## src/hw/rtl/iarr_pkg.sv

```systemverilog
// ----------------------------------------------------------------------------
// iarr_pkg
// Shared constants, codes and types of the ordered word array with insert,
// remove and search.
// ----------------------------------------------------------------------------
package iarr_pkg;

  // sizes
  localparam int unsigned CAPACITY  = 128;
  localparam int unsigned WORD_W    = 64;
  localparam int unsigned POS_W     = 7;
  localparam int unsigned CNT_W     = 8;
  localparam int unsigned OP_W      = 3;
  localparam int unsigned ST_W      = 3;
  // slots a position can address, and the usable bound that follows
  localparam int unsigned SLOT_CNT  = 1 << POS_W;
  localparam int unsigned LIMIT_MAX = (CAPACITY < SLOT_CNT) ? CAPACITY : SLOT_CNT;
  localparam int unsigned NUM_CELLS = SLOT_CNT;
  localparam int unsigned GRP_SIZE  = 8;
  localparam int unsigned GRP_SEL_W = $clog2(GRP_SIZE);
  localparam int unsigned NUM_GRPS  = NUM_CELLS / GRP_SIZE;
  localparam int unsigned GRP_W     = $clog2(NUM_GRPS);

  typedef logic [WORD_W-1:0] word_t;
  typedef logic [POS_W-1:0]  pos_t;
  typedef logic [CNT_W-1:0]  cnt_t;
  typedef logic [OP_W-1:0]   op_t;
  typedef logic [ST_W-1:0]   st_t;

  // operation codes
  localparam op_t OP_APPEND   = 3'd0;
  localparam op_t OP_REM_LAST = 3'd1;
  localparam op_t OP_REM_AT   = 3'd2;
  localparam op_t OP_INS_AT   = 3'd3;
  localparam op_t OP_SEARCH   = 3'd4;
  localparam op_t OP_READ     = 3'd5;
  localparam op_t OP_WRITE    = 3'd6;

  // status codes
  localparam st_t ST_OK       = 3'd0;
  localparam st_t ST_FULL     = 3'd1;
  localparam st_t ST_EMPTY    = 3'd2;
  localparam st_t ST_BADPOS   = 3'd3;
  localparam st_t ST_NOTFOUND = 3'd4;

  // capacity register reset value
  localparam cnt_t CAP_RESET = cnt_t'(SLOT_CNT);

  // command broadcast to every cell
  typedef enum logic [1:0] {
    CMD_HOLD,
    CMD_LOAD,
    CMD_SHR,
    CMD_SHL
  } cell_cmd_e;

  typedef struct packed {
    cell_cmd_e cmd;
    logic      cmp_en;
    pos_t      pos;
    word_t     value;
    cnt_t      count;
  } cell_ctl_t;

endpackage

```

## src/hw/rtl/iarr_cell.sv

```systemverilog
// ----------------------------------------------------------------------------
// iarr_cell
// One slot of the array: holds a word, shifts to or from its neighbours,
// loads a new word and compares against the search key.
// ----------------------------------------------------------------------------
module iarr_cell (
  input  logic                clk_i,
  input  iarr_pkg::pos_t      idx_i,
  input  iarr_pkg::cell_ctl_t ctl_i,
  input  iarr_pkg::word_t     left_i,
  input  iarr_pkg::word_t     right_i,
  output iarr_pkg::word_t     data_o,
  output logic                hit_o
);
  import iarr_pkg::*;

  word_t data_q, data_d;
  logic  hit_q, hit_d;

  // next word for this slot
  always_comb begin
    data_d = data_q;
    case (ctl_i.cmd)
      CMD_LOAD: begin
        if (idx_i == ctl_i.pos) data_d = ctl_i.value;
      end
      CMD_SHR: begin
        if (idx_i == ctl_i.pos) begin
          data_d = ctl_i.value;
        end else if (idx_i > ctl_i.pos) begin
          data_d = left_i;
        end
      end
      CMD_SHL: begin
        if (idx_i >= ctl_i.pos) data_d = right_i;
      end
      default: data_d = data_q;
    endcase
  end

  // key match, only for slots holding an element
  assign hit_d = (data_q == ctl_i.value) && ({1'b0, idx_i} < ctl_i.count);

  always_ff @(posedge clk_i) begin
    data_q <= data_d;
    if (ctl_i.cmp_en) hit_q <= hit_d;
  end

  assign data_o = data_q;
  assign hit_o  = hit_q;

endmodule

```

## config.mk

```make
export PLATFORM = sky130hd
export DESIGN_NAME = iarr_cell
export DESIGN_NICKNAME = d
export VERILOG_FILES = /design/src/hw/rtl/iarr_pkg.sv /design/src/hw/rtl/iarr_cell.sv
export SDC_FILE = /design/constraint.sdc
export NUM_CORES = 1
export LEC_CHECK = 0
export ABC_AREA = 1
export BUFFER_PORTS_ARGS = -buffer_cell sky130_fd_sc_hd__buf_2
export CORE_MARGIN = 10
export CORE_UTILIZATION = 50
export DETAILED_ROUTE_END_ITERATION = 7
export PLACE_DENSITY_LB_ADDON = 0.12
export SYNTH_ARGS = -nofsm -noshare
export SYNTH_HDL_FRONTEND = slang
export SYNTH_SLANG_ARGS = --single-unit
export TNS_END_PERCENT = 5
```

## constraint.sdc

```tcl
create_clock -name clk_i -period 11.1 [get_ports clk_i]
set_input_delay 1.665 -clock clk_i [delete_from_list [all_inputs] [get_ports clk_i]]
set_output_delay 1.665 -clock clk_i [all_outputs]
set_load 0.02 [all_outputs]
```

==> metrics.md <==
| Metric | Value |
|---|---|
| Die area | `0.01537 mm^2` |
| Die height | `124.0 um` |
| Vias in the first global route | `5758` |
| Initial DRC Count | `417` |
| Startpoint type of the worst setup path | `input port` |
| Setup bufs post-CTS | `0` |
| Largest net degree at the start of global routing | `103` |
| Hold Crit Class | `reg -> reg` |
| CP cell instances | `buf_2 > inv_1 > ha_2 > clkinv_1 > o21ai_0 > nor2_4 > buf_4` |
| Area of placed instances | `0.006838 mm^2` |
| DRC errors left | `0` |
| Share of layout cells above drive strength 1 | `28.70%` |
| Delay of the slowest cell on the worst path | `0.98 ns` |
| Ys async rst share | `0%` |
| Seq/Total Area, Yosys | `36.10%` |
| Finished Core Util | `67.50%` |
| Routability Congestion | `0.8993` |
| Post-Syn Area | `0.005406 mm^2` |
| Yosys top cell area share | `36.10%` |
| Initial antenna violation count | `5` |
| Clk buf depth | `2` |
| CTS Buf Count | `9` |
| Number of synthesized register bits | `65` |
| Hold bufs inserted after CTS | `0` |
| Worst-Margin Slew | `1.109 ns` |
| Clock transition at the registers of the reported paths | `0.07 ns` |
| Root Buffer | `clkbuf_8` |
| Worst setup EP type | `flop` |
| Critical Path AT | `4.87 ns` |
| Fin Setup TNS | `0 ns` |
| Peak supply drop | `62.69 uV` |
| Place WS | `5.875 ns` |
| First-pass GRT wire length | `29170 um` |
| Grt ovf | `0` |
| F_max | `0.2068 GHz` |
| Cells after synthesis | `818` |
| CTS tree | `built` |
| RSZ-0062 raised after global routing | `no` |
| H-tree levels | `3` |
| Post-route ant nets | `0` |
| I/O Buffers | `282` |
| # fillers | `1029` |
| CP required | `11.13 ns` |
| DR top layer | `met4` |
| GRT Util Overall | `24.02%` |
| Ys flop type | `edfxtp_1` |
| DP Wirelength | `15340 um` |
| Max Slew Vio Count | `0` |
| Core area | `0.01042 mm^2` |
| Syn nets | `1052` |
| Post-Route M1 WL | `7595 um` |
| DR pass1 iterations | `5` |
| Sink Count | `65` |
| CTS resizes | `0` |
| Number of max-cap violations | `0` |
| Routed vias/inst | `4.907` |
| DR WL/cell | `16.01 um` |
| Die X | `124.0 um` |
| I/O pin cnt | `283` |
| CP Buf/Inv Count | `4` |
| Routed WL | `19690 um` |
| Synthesis Warnings | `0` |
| Final hold vios | `0` |
| Area leader, netlist | `edfxtp_1` |
| Largest delay contributor family on the critical path | `buffers and inverters` |
| Site row count | `37` |
| Area Overhead vs Synth | `30.04%` |
| Mean Syn Cell Area | `6.609 um^2` |
| Tmin final | `4.836 ns` |
| Leakage | `3.890 nW` |
| Power per cell area | `116.8 mW/mm^2` |
| Kind of critical path | `in -> reg` |
| Met3 WL | `2037 um` |
| Worst-path maximum fanout | `40` |
| Setup violators final | `0` |
| Period utilisation layout | `43.57%` |
| Worst clock skew | `0.008553 ns` |
| Total number of vias | `6036` |
| Clk_lat worst skew | `0.32 ns` |
| Count leader, synth | `nand2_1` |
| Initial Util | `51.90%` |
| Slowest cell on crit path | `clkinv_1` |
| Synth unique cells | `23` |
| Synth area leaders | `edfxtp_1 (36%), nand2_1 (24%), inv_1 (8.2%)` |
| Status | `complete, no violations` |
| Number of synthesized flops with an enable pin | `65` |
| Final non-filler cell area | `0.007030 mm^2` |
| Slew margin rel. | `26.04%` |
| DR WL met2 | `9606 um` |
| Nets@finish | `1317` |
| Synth top cells by count | `nand2_1 (345), inv_1 (118), nand3_1 (68), edfxtp_1 (65), o21ai_1 (54)` |
| Min setup slack post-route | `6.264 ns` |
==> kinds of logic (layout without fill, tap and decap cells) <==
kind of cell / after synthesis / after routing / synth area share [%]
buf+inv: 152 / 421 / 12.15
other cells: 0 / 7 / 0
xor+xnor: 26 / 26 / 4.212
simple gates: 458 / 458 / 34.16
fa+ha+maj: 16 / 16 / 3.703
compound gates: 101 / 101 / 9.674
flops: 65 / 65 / 36.10
==> through the flow <==
stage / total power, W / hold WS, ns / instances
2_1_floorplan: 0.0005172 / 0.8841 / 818
3_3_place_gp: 0.0006325 / 0.7986 / 1208
3_5_place_dp: 0.0006359 / 0.8132 / 1208
4_1_cts: 0.0008257 / 0.8237 / 1223
5_1_grt: 0.0008690 / 0.8925 / 1228
6_report: 0.0008211 / 0.8047 / 1230
==> cells in the final DEF (no fill, tap or decap) <==
cell type / n
nand3_1: 68
o21ai_2: 4
bufinv_16: 1
nand4_1: 4
buf_4: 4
buf_2: 282
clkbuf_8: 9
diode_2: 7
clkinv_2: 2
inv_2: 1
a21oi_1: 33
ha_1: 14
nor2_1: 34
nand2_1: 345
nor2_2: 2
clkbuf_1: 1
ha_2: 2
o21ai_1: 54
nand2_2: 1
nand4_4: 1
nand3_4: 1
o21a_1: 1
xnor2_1: 26
nor2_4: 2
inv_1: 118
clkinv_1: 3
edfxtp_1: 65
o21ai_0: 9
==> per-layer routing <==
layer / GRT usage (%) / vias up
met2: 40.17 / 264
met3: 7.285 / 27
met4: 9.065 / 0
met1: 28.50 / 2632
li1: - / 3113
met5: 0 / -
==> worst reg2reg max path, stage by stage, from the launching register on <==
cell	delay [ns]
edfxtp_1	0.41
nand2_1	0.10
nand2_1	0.05
nor2_1	0.11
nand2_1	0.10
nor2_1	0.14
nand2_1	0.06
nor2_1	0.14
nand2_1	0.07
nor2_1	0.08
==> flip-flops by register name (all words and copies together), names as in the netlist <==
register  flops
data_o       64
hit_o         1
==> report_power, final <==
part / switching (W) / internal, W
combinational: 0.000177 / 0.000108
clock: 0.0000899 / 0.000100
sequential: 0.0000261 / 0.000320
==> path summary, 6_finish.rpt <==
path / to / from / slack, ns / depth (start not counted)
max: data_o[38] / ctl_i[80] / 6.26 / 7
min reg2reg: hit_o / data_o[16] / 0.80 / 5
min: hit_o / data_o[16] / 0.80 / 5
max reg2reg: hit_o / data_o[26] / 9.71 / 9
==> layout make-up <==
| class | count | area (um^2) | area share (%) |
|---|---|---|---|
| multi-input combinational | 601 | 2824 | 40.17 |
| sequential | 65 | 1952 | 27.76 |
| timing repair buffer | 286 | 1441 | 20.50 |
| inverter | 120 | 450.4 | 6.407 |
| tap | 136 | 170.2 | 2.420 |
| clock buffer | 10 | 127.6 | 1.815 |
| clock inverter | 5 | 47.55 | 0.6763 |
| antenna | 7 | 17.52 | 0.2492 |
No activity file was read; power rests on OpenSTA's default activity.
