===== config.mk =====
export PLATFORM = sky130hd
export DESIGN_NAME = iarr_group
export DESIGN_NICKNAME = d
export VERILOG_FILES = /design/src/hw/rtl/iarr_pkg.sv /design/src/hw/rtl/iarr_group.sv
export SDC_FILE = /design/constraint.sdc
export NUM_CORES = 1
export LEC_CHECK = 0
export BUFFER_PORTS_ARGS = -buffer_cell sky130_fd_sc_hd__buf_2
export CAP_MARGIN = 20
export CORE_AREA = 2 2 231 233
export DETAILED_ROUTE_END_ITERATION = 8
export DIE_AREA = 0 0 233 235
export SLEW_MARGIN = 25
export SYNTH_ARGS = -nofsm -noshare
export SYNTH_HDL_FRONTEND = slang
export SYNTH_SLANG_ARGS = --single-unit

===== constraint.sdc =====
create_clock -name clk_i -period 3.85 [get_ports clk_i]
set_input_delay 0.1925 -clock clk_i [delete_from_list [all_inputs] [get_ports clk_i]]
set_output_delay 0.1925 -clock clk_i [all_outputs]
set_load 0.03 [all_outputs]

===== src/hw/rtl/iarr_pkg.sv =====
// ----------------------------------------------------------------------------
// iarr_pkg
// Shared constants, codes and types of the ordered word array with insert,
// remove and search.
// ----------------------------------------------------------------------------
package iarr_pkg;

  // sizes
  localparam int unsigned CAPACITY  = 128;
  localparam int unsigned WORD_W    = 64;
  localparam int unsigned POS_W     = 7;
  localparam int unsigned CNT_W     = 8;
  localparam int unsigned OP_W      = 3;
  localparam int unsigned ST_W      = 3;
  // slots a position can address, and the usable bound that follows
  localparam int unsigned SLOT_CNT  = 1 << POS_W;
  localparam int unsigned LIMIT_MAX = (CAPACITY < SLOT_CNT) ? CAPACITY : SLOT_CNT;
  localparam int unsigned NUM_CELLS = SLOT_CNT;
  localparam int unsigned GRP_SIZE  = 8;
  localparam int unsigned GRP_SEL_W = $clog2(GRP_SIZE);
  localparam int unsigned NUM_GRPS  = NUM_CELLS / GRP_SIZE;
  localparam int unsigned GRP_W     = $clog2(NUM_GRPS);

  typedef logic [WORD_W-1:0] word_t;
  typedef logic [POS_W-1:0]  pos_t;
  typedef logic [CNT_W-1:0]  cnt_t;
  typedef logic [OP_W-1:0]   op_t;
  typedef logic [ST_W-1:0]   st_t;

  // operation codes
  localparam op_t OP_APPEND   = 3'd0;
  localparam op_t OP_REM_LAST = 3'd1;
  localparam op_t OP_REM_AT   = 3'd2;
  localparam op_t OP_INS_AT   = 3'd3;
  localparam op_t OP_SEARCH   = 3'd4;
  localparam op_t OP_READ     = 3'd5;
  localparam op_t OP_WRITE    = 3'd6;

  // status codes
  localparam st_t ST_OK       = 3'd0;
  localparam st_t ST_FULL     = 3'd1;
  localparam st_t ST_EMPTY    = 3'd2;
  localparam st_t ST_BADPOS   = 3'd3;
  localparam st_t ST_NOTFOUND = 3'd4;

  // capacity register reset value
  localparam cnt_t CAP_RESET = cnt_t'(SLOT_CNT);

  // command broadcast to every cell
  typedef enum logic [1:0] {
    CMD_HOLD,
    CMD_LOAD,
    CMD_SHR,
    CMD_SHL
  } cell_cmd_e;

  typedef struct packed {
    cell_cmd_e cmd;
    logic      cmp_en;
    pos_t      pos;
    word_t     value;
    cnt_t      count;
  } cell_ctl_t;

endpackage


===== src/hw/rtl/iarr_group.sv =====
// ----------------------------------------------------------------------------
// iarr_group
// Registered reduction over a group of cells: first and last match inside
// the group and the word at the selected offset.
// ----------------------------------------------------------------------------
module iarr_group (
  input  logic                                            clk_i,
  input  logic [iarr_pkg::GRP_SIZE-1:0]                   hit_i,
  input  logic [iarr_pkg::GRP_SIZE-1:0][iarr_pkg::WORD_W-1:0] data_i,
  input  logic [iarr_pkg::GRP_SEL_W-1:0]                  sel_i,
  output logic                                            any_o,
  output logic [iarr_pkg::GRP_SEL_W-1:0]                  first_o,
  output logic [iarr_pkg::GRP_SEL_W-1:0]                  last_o,
  output iarr_pkg::word_t                                 rd_o
);
  import iarr_pkg::*;

  logic                 any_q;
  logic [GRP_SEL_W-1:0] first_q, first_d;
  logic [GRP_SEL_W-1:0] last_q, last_d;
  word_t                rd_q;

  // lowest and highest matching offset
  always_comb begin
    first_d = '0;
    last_d  = '0;
    for (int k = GRP_SIZE - 1; k >= 0; k--) begin
      if (hit_i[k]) first_d = GRP_SEL_W'(k);
    end
    for (int k = 0; k < GRP_SIZE; k++) begin
      if (hit_i[k]) last_d = GRP_SEL_W'(k);
    end
  end

  always_ff @(posedge clk_i) begin
    any_q   <= |hit_i;
    first_q <= first_d;
    last_q  <= last_d;
    rd_q    <= data_i[sel_i];
  end

  assign any_o   = any_q;
  assign first_o = first_q;
  assign last_o  = last_q;
  assign rd_o    = rd_q;

endmodule


==> Flow_metrics.wiki, run 1 <==
{| class="wikitable"
! Metric !! Value
|-
| Run status || finished clean
|-
| Nets in the synthesized netlist || roughly 840
|-
| Setup repair after global routing missed its margin || false
|-
| Num CTS Buffers || 9
|-
| Number of antenna violations at the first check in global routing || 13
|-
| Post-CTS setup buffers || 0
|-
| Uppermost layer routed || met5
|-
| Worst path required time || 4.11 ns
|-
| Areal power density over the cells || around 300 nW/um2
|-
| Clock root cell || clkbuf_16
|-
| First-pass GRT wire length || a little over 40000 um
|-
| Count of fill cells added during filler insertion || 5719
|-
| Pre-Repair DR Iteration Count || 6
|-
| Post-Route M1 WL || 10000 um
|-
| Maximum level of the CTS H-tree || 3
|-
| Portion of the clock cycle consumed by the worst path in the final layout || 45.5%
|-
| Residual overflow from global routing || 0
|-
| Area growth from synthesis to layout || 75.0%
|-
| Worst slew pin tran || between 0.7 and 0.8 ns
|-
| Endpoint class of the critical path || flip-flop
|-
| VDD IR-drop max || 203 uV
|-
| Lkg Pwr || roughly 4.2 nW
|-
| Highest attainable clock frequency || 570 MHz
|-
| Time the final worst path needs with I/O delays and setup || 1.75 ns
|-
| Routed length on met3 || 2840 um
|-
| Drt initial violations || 237
|-
| Share of cells above drive strength 1 || 89.8%
|-
| Total negative slack || 0 ns
|-
| Dominant combinational cell family by area after synthesis || multiplexers
|-
| Hold violation count in the final report || 0
|-
| Post-synth cell types || 19
|-
| Max-Slew Margin vs Limit || 49.8%
|-
| Flip-flop and latch count after synthesis || 71
|-
| Detailed-route DRC error count || 0
|-
| Class of the tightest hold or removal check || in2reg
|-
| Synth Instances || roughly 320
|-
| Critical path cell sequence || clkbuf_8 -> buf_4 -> mux4_2 -> mux2_2
|-
| Max stage delay cell, worst path || mux4_2
|-
| Pin count of the biggest net entering global routing || 76
|-
| DPL Wire Length || 25900 um
|-
| Final estimated routing congestion in global placement || 0.999
|-
| # nets final || about 1400
|-
| Portion of netlist area occupied by mux cells || about 67%
|-
| Average wire per standard cell || 18.7 um
|-
| Fraction of the mapped netlist area in compound gates || 0.908%
|-
| Worst Path Buf+Inv || 2
|-
| Share of synthesized cell area in and, or, nand and nor gates || less than 1%
|-
| Endpoints failing setup || 0
|-
| Area taken by multi-input logic gates || 3700 um2
|-
| Adder-cell share of the synthesized area || 0%
|-
| Kind of cell with the highest combined delay on the critical path || buffers and inverters
|-
| Start point of the worst min-delay path || hit_i[1]
|-
| Global routing usage summed across all routing layers || 10.6%
|-
| Metal2 WL || 15500 um
|-
| Critical-path maximum fanout || 54
|-
| Kind of start point of the critical path || input pin
|-
| Remaining number of nets flagged by the antenna check after routing || 0
|-
| MaxCap Viol Count || 0
|-
| Average via count per standard cell || 3.72
|-
| Die extent in x || 233 um
|-
| Synth Area per Inst || 16.9 um2
|-
| Standard-cell row count || 84
|-
| Seq/Total Area, Yosys || 26.4%
|-
| Floorplan die area || 54800 um2
|-
| Delay of the slowest cell on the worst path || roughly 0.54 ns
|-
| Core box area || 52200 um2
|-
| Via count || around 6000
|-
| Overall power of the completed layout || 2.80 mW
|-
| Origin of the worst setup path || sel_i[1]
|-
| Die Y-Extent || 235 um
|-
| Register area || 1420 um2
|-
| Port Buffer Count || a little under 600
|-
| CTS clk-pin slew, worst paths || 0.07 ns
|-
| Starting utilization of the core area || 10.3%
|-
| Clk buf depth || 2
|-
| Vias in the first global route || 6639
|-
| Clock sink count || between 70 and 80
|-
| Post-synthesis xor/xnor area fraction || 0%
|-
| Top-level port count || 595
|-
| Total length of routed wires || 30000 um
|-
| Count of yosys warnings during synthesis || 0
|-
| Count of final max-slew check failures || 0
|-
| Mapped Area || between 5000 and 6000 um2
|-
| Clock tree from TritonCTS || yes
|-
| WS Path Type || in2reg
|-
| Endpoint arrival time on the critical path || just over 2 ns
|}
-- Yosys cell counts, drive strengths merged --
cell type  count  area share [%]
a211oi         1            0.14
a21oi          2            0.19
a221oi         1            0.16
buf           27             3.9
clkbuf         8            0.56
dfxtp         71              26
inv            4            0.28
mux2          64              13
mux4         128              54
nand2          1           0.070
nor2           3            0.21
nor2b          2            0.23
nor4           2            0.23
o21bai         1            0.14
o31ai          2            0.28
or3            1            0.12
-- area by class of cell --
| cell class | instances | area share [%] |
|---|---|---|
| multi-input cells | 208 | 39.3 |
| repair buffers | 603 | 32.8 |
| flip-flops and latches | 71 | 15.1 |
| well taps | 688 | 9.15 |
| clock buffers | 9 | 2.39 |
| clock inverters | 7 | 0.771 |
| diodes | 11 | 0.293 |
| inverters | 4 | 0.160 |
-- layer usage --
metal / track usage, % / vias to the layer above
met5: 0 / -
met4: 6.99 / 6
met3: 3.08 / 59
met2: 18.8 / 430
met1: 10.5 / 2906
li1: - / 2558
-- flip-flops by register name, summed over array words and instances (netlist names) --
| name | flops |
|---|---|
| first_o | 3 |
| any_o | 1 |
| last_o | 3 |
| rd_o | 64 |
-- final timing paths --
check  cells past startpoint          to
max                        4    rd_o[33]
min                        2  first_o[1]
-- cell families after synthesis --
logic type / Yosys count
buf+inv: 39
mux: 192
simple gates: 9
flops: 71
compound gates: 7
-- repair_timing --
item / 4_1_cts / 5_1_grt
hold buffers: 1 / 0
gates resized for setup: 0 / 0
hold endpoints to repair: 2 / 0
-- through the flow --
stage | instance area (um2) | hold WS, ns | utilization [%] | std cells | setup WS (ns)
2_1_floorplan | 5380 | 0.265 | - | 318 | 2.42
3_3_place_gp | 9070 | 0.395 | 17.4 | 1573 | 1.74
3_5_place_dp | 9070 | 0.394 | 17.4 | 1573 | 1.67
4_1_cts | 9380 | 0.00502 | 18.0 | 1590 | 2.10
5_1_grt | 9400 | 0.0251 | 18.0 | 1600 | 1.98
6_report | 9410 | 0.0521 | 18.0 | 1601 | 2.10
-- power breakdown --
group	switching, mW	internal, mW	leakage, nW
combinational	0.498	0.539	3.50
clock	0.403	0.503	0.142
sequential	0.0302	0.827	0.598
-- cell usage in the layout, fill, tap and decap left out --
master,n
inv_1,4
a211oi_1,1
buf_4,7
nand2_1,1
dfxtp_1,71
a21oi_1,2
dlygate4sd3_1,1
bufinv_16,1
mux2_2,64
clkinv_4,1
inv_6,1
buf_12,2
or3_1,1
clkinvlp_4,2
clkbuf_8,1
nor2b_1,2
buf_2,591
buf_6,1
nor2_1,3
clkinv_2,2
diode_2,11
mux4_2,128
o21bai_1,1
clkbuf_16,9
a221oi_1,1
o31ai_1,2
nor4_1,2
Note: power is estimated with default switching activity, not from simulation.
==> inputs of run 2 (changes only) <==
==> constraint.sdc (replaced) <==
create_clock -name clk_i -period 1.6 [get_ports clk_i]
set_input_delay 0.08 -clock clk_i [delete_from_list [all_inputs] [get_ports clk_i]]
set_output_delay 0.08 -clock clk_i [all_outputs]
set_load 0.03 [all_outputs]
==> run 2 against run 1 <==
Net effect:
- die area did not move
- routed wire length rose by 2.1%
- sequential share of layout area fell by 0.68 points
- worst hold slack improved by 0.040 ns
- combinational power rose to 2.5 times the previous value
- first-iteration DRC count fell by 16%
- sequential power rose by 140%
- non-clock buffer count rose by 42
- utilization rose by 0.85 points
- cell area rose by 4.7%
- flip-flop and latch count did not move
- worst setup slack got worse by 2.1 ns
- critical path type unchanged
- largest cell class unchanged
==> Flow_metrics.wiki, run 2 (synthesis gave the netlist of run 1 again) <==
{| class="wikitable"
! Metric !! Value
|-
| Max-Slew Margin vs Limit || 76.9% (was 49.8%)
|-
| Vias in the first global route || 6679 (was 6639)
|-
| Via count || 6068 (was 5959)
|-
| Average via count per standard cell || 3.71 (was 3.72)
|-
| Flip-flop count of the largest register after layout || 64 (unchanged)
|-
| Final estimated routing congestion in global placement || 1.01 (was 0.999)
|-
| MaxCap Viol Count || 0 (unchanged)
|-
| End of the critical path || first_o[1] (was rd_o[33])
|-
| Most common library cell in the layout ignoring fill and taps || buf_2 (unchanged)
|-
| Final worst-path setup slack || 0.0286 ns (was 2.10 ns)
|-
| Endpoint class of the critical path || flip-flop (unchanged)
|-
| WS Path Type || in2reg (unchanged)
|-
| Clock sink count || 71 (unchanged)
|-
| Average wire per standard cell || 18.7 um (about the same)
|-
| Part of the power in the clock network || 32.0% (was 32.4%)
|-
| Global routing usage summed across all routing layers || 10.8% (was 10.6%)
|-
| Clock tree from TritonCTS || yes (unchanged)
|-
| Port Buffer Count || 594 (unchanged)
|-
| Switching power summed over all nets || 2.27 mW (was 0.932 mW)
|-
| Endpoints failing setup || 0 (unchanged)
|-
| Areal power density over the cells || 700 nW/um2 (was 298 nW/um2)
|-
| Critical-path maximum fanout || 5 (was 54)
|-
| Endpoint arrival time on the critical path || 1.88 ns (was 2.02 ns)
|-
| # nets final || 1463 (was 1421)
|-
| Time the final worst path needs with I/O delays and setup || ~1.6 ns
|-
| Hold violation count in the final report || 0 (unchanged)
|-
| Gate power share || 38.2% (was 37.0%)
|-
| Total negative slack || 0 ns (unchanged)
|-
| Starting utilization of the core area || 10.3% (unchanged)
|-
| Clk buf depth || 2 (unchanged)
|-
| Run status || finished clean (unchanged)
|-
| Highest attainable clock frequency || 636 MHz
|-
| Residual overflow from global routing || 0 (unchanged)
|-
| Commonest non-fill, non-tap cells in the layout || buf_2, mux4_2, dfxtp_1, mux2_2, buf_4 (was buf_2, mux4_2, dfxtp_1, mux2_2, clkbuf_16)
|-
| Kind of start point of the critical path || input pin (unchanged)
|-
| Portion of the clock cycle consumed by the worst path in the final layout || 98.2%
|-
| Die extent in x || 233 um (unchanged)
|-
| Top-level port count || 595 (unchanged)
|-
| Drt initial violations || 200 (was 237)
|-
| Switching share of total power || 32.9% (was 33.3%)
|-
| Detailed-route DRC error count || 0 (unchanged)
|-
| Internal Pwr Total || 4.63 mW (was 1.87 mW)
|-
| Maximum level of the CTS H-tree || 3 (unchanged)
|-
| Number of antenna violations at the first check in global routing || 7 (was 13)
|-
| Standard-cell row count || 84 (unchanged)
|-
| Die Y-Extent || 235 um (unchanged)
|-
| Count of fill cells added during filler insertion || 5699 (was 5719)
|-
| Setup repair after global routing missed its margin || false (unchanged)
|-
| Pre-Repair DR Iteration Count || 4 (was 6)
|-
| First-pass GRT wire length || 42000 um (was 41100 um)
|-
| Count of final max-slew check failures || 0 (unchanged)
|-
| Share of cells above drive strength 1 || 89.2% (was 89.8%)
|-
| Worst path required time || 1.91 ns (was 4.11 ns)
|-
| Origin of the worst setup path || hit_i[5] (was sel_i[1])
|-
| Core box area || 52200 um2 (unchanged)
|-
| Worst slew pin tran || 0.343 ns (was 0.753 ns)
|-
| Remaining number of nets flagged by the antenna check after routing || 0 (unchanged)
|-
| Share of total power in sequential cells || 29.8% (was 30.6%)
|-
| VDD IR-drop max || 524 uV (was 203 uV)
|-
| Area growth from synthesis to layout || 83.3% (was 75.0%)
|-
| Lkg Pwr || 4.48 nW (was 4.24 nW)
|-
| Clock root cell || clkbuf_16 (unchanged)
|-
| Num CTS Buffers || 9 (unchanged)
|-
| Floorplan die area || 54800 um2 (unchanged)
|-
| CTS clk-pin slew, worst paths || 0.06 ns (was 0.07 ns)
|-
| Pin count of the biggest net entering global routing || 40 (was 76)
|-
| DPL Wire Length || 26600 um (was 25900 um)
|-
| Total length of routed wires || 30600 um (was 30000 um)
|-
| Worst setup timing slack at the placement stage || 0.0155 ns (was 1.67 ns)
|-
| Class of the tightest hold or removal check || in2reg (unchanged)
|-
| Final hold slack || 0.0918 ns (was 0.0521 ns)
|}
-- run 2: through the flow --
step           std cells  utilization (%)  total power [mW]  cell area (um2)
2_1_floorplan        318                -              3.50             5380
3_3_place_gp        1604             18.0              4.68             9400
3_5_place_dp        1604             18.0              4.72             9400
4_1_cts             1633             18.8              7.08             9830
5_1_grt             1636             18.9              7.29             9850
6_report            1636             18.9              6.90             9850
-- run 2: power by group through the flow --
stage / Combinational, mW / Sequential (mW) / Clock (mW)
global placement: 2.59 / 2.10 / 0
global route: 2.79 / 2.08 / 2.42
finish: 2.63 / 2.06 / 2.21
detailed placement: 2.63 / 2.10 / 0
floorplan: 0.955 / 2.54 / 0
CTS: 2.66 / 2.06 / 2.37
-- run 2: cell type report --
class                           instances  area (um2)  share of cell area (%)
Timing Repair Buffer                  645        3540                    35.9
Clock buffer                           10         239                    2.43
Inverter                                4        15.0                   0.152
Sequential cell                        71        1420                    14.4
Antenna cell                            4        10.0                   0.102
Multi-Input combinational cell        208        3710                    37.7
Tap cell                              688         861                    8.74
Clock inverter                          6        60.1                   0.610
-- run 2: what timing repair did --
action                                  4_1_cts  5_1_grt
hold endpoints to repair                      6        0
resized for setup                             0        3
setup buffers                                 0        0
endpoints found under the setup margin        0        2
hold buffers                                 13        0
-- run 2: worst max-delay path, stage by stage --
cell           delay [ns]
dlygate4sd3_1        0.53
buf_2                0.15
or3_1                0.38
a211oi_2             0.18
dlygate4sd3_1        0.56
-- run 2: worst min-delay path by stage --
| stage | from | endpoint | slack, ns | cells after the start |
|---|---|---|---|---|
| finish | hit_i[1] | first_o[2] | 0.09 | 3 |
| global route | hit_i[1] | first_o[2] | 0.06 | 3 |
| CTS | hit_i[1] | first_o[2] | 0.03 | 3 |
| global placement | hit_i[0] | first_o[1] | 0.28 | 2 |
| detailed placement | hit_i[0] | first_o[1] | 0.29 | 2 |
| floorplan | hit_i[0] | first_o[1] | 0.15 | 1 |
-- run 2: routing by layer --
layer / GRT usage [%] / wire length [um]
met2: 19.8 / 16000
met3: 3.64 / 2790
met4: 4.86 / 1040
met5: 0 / 24
met1: 11.0 / 10800
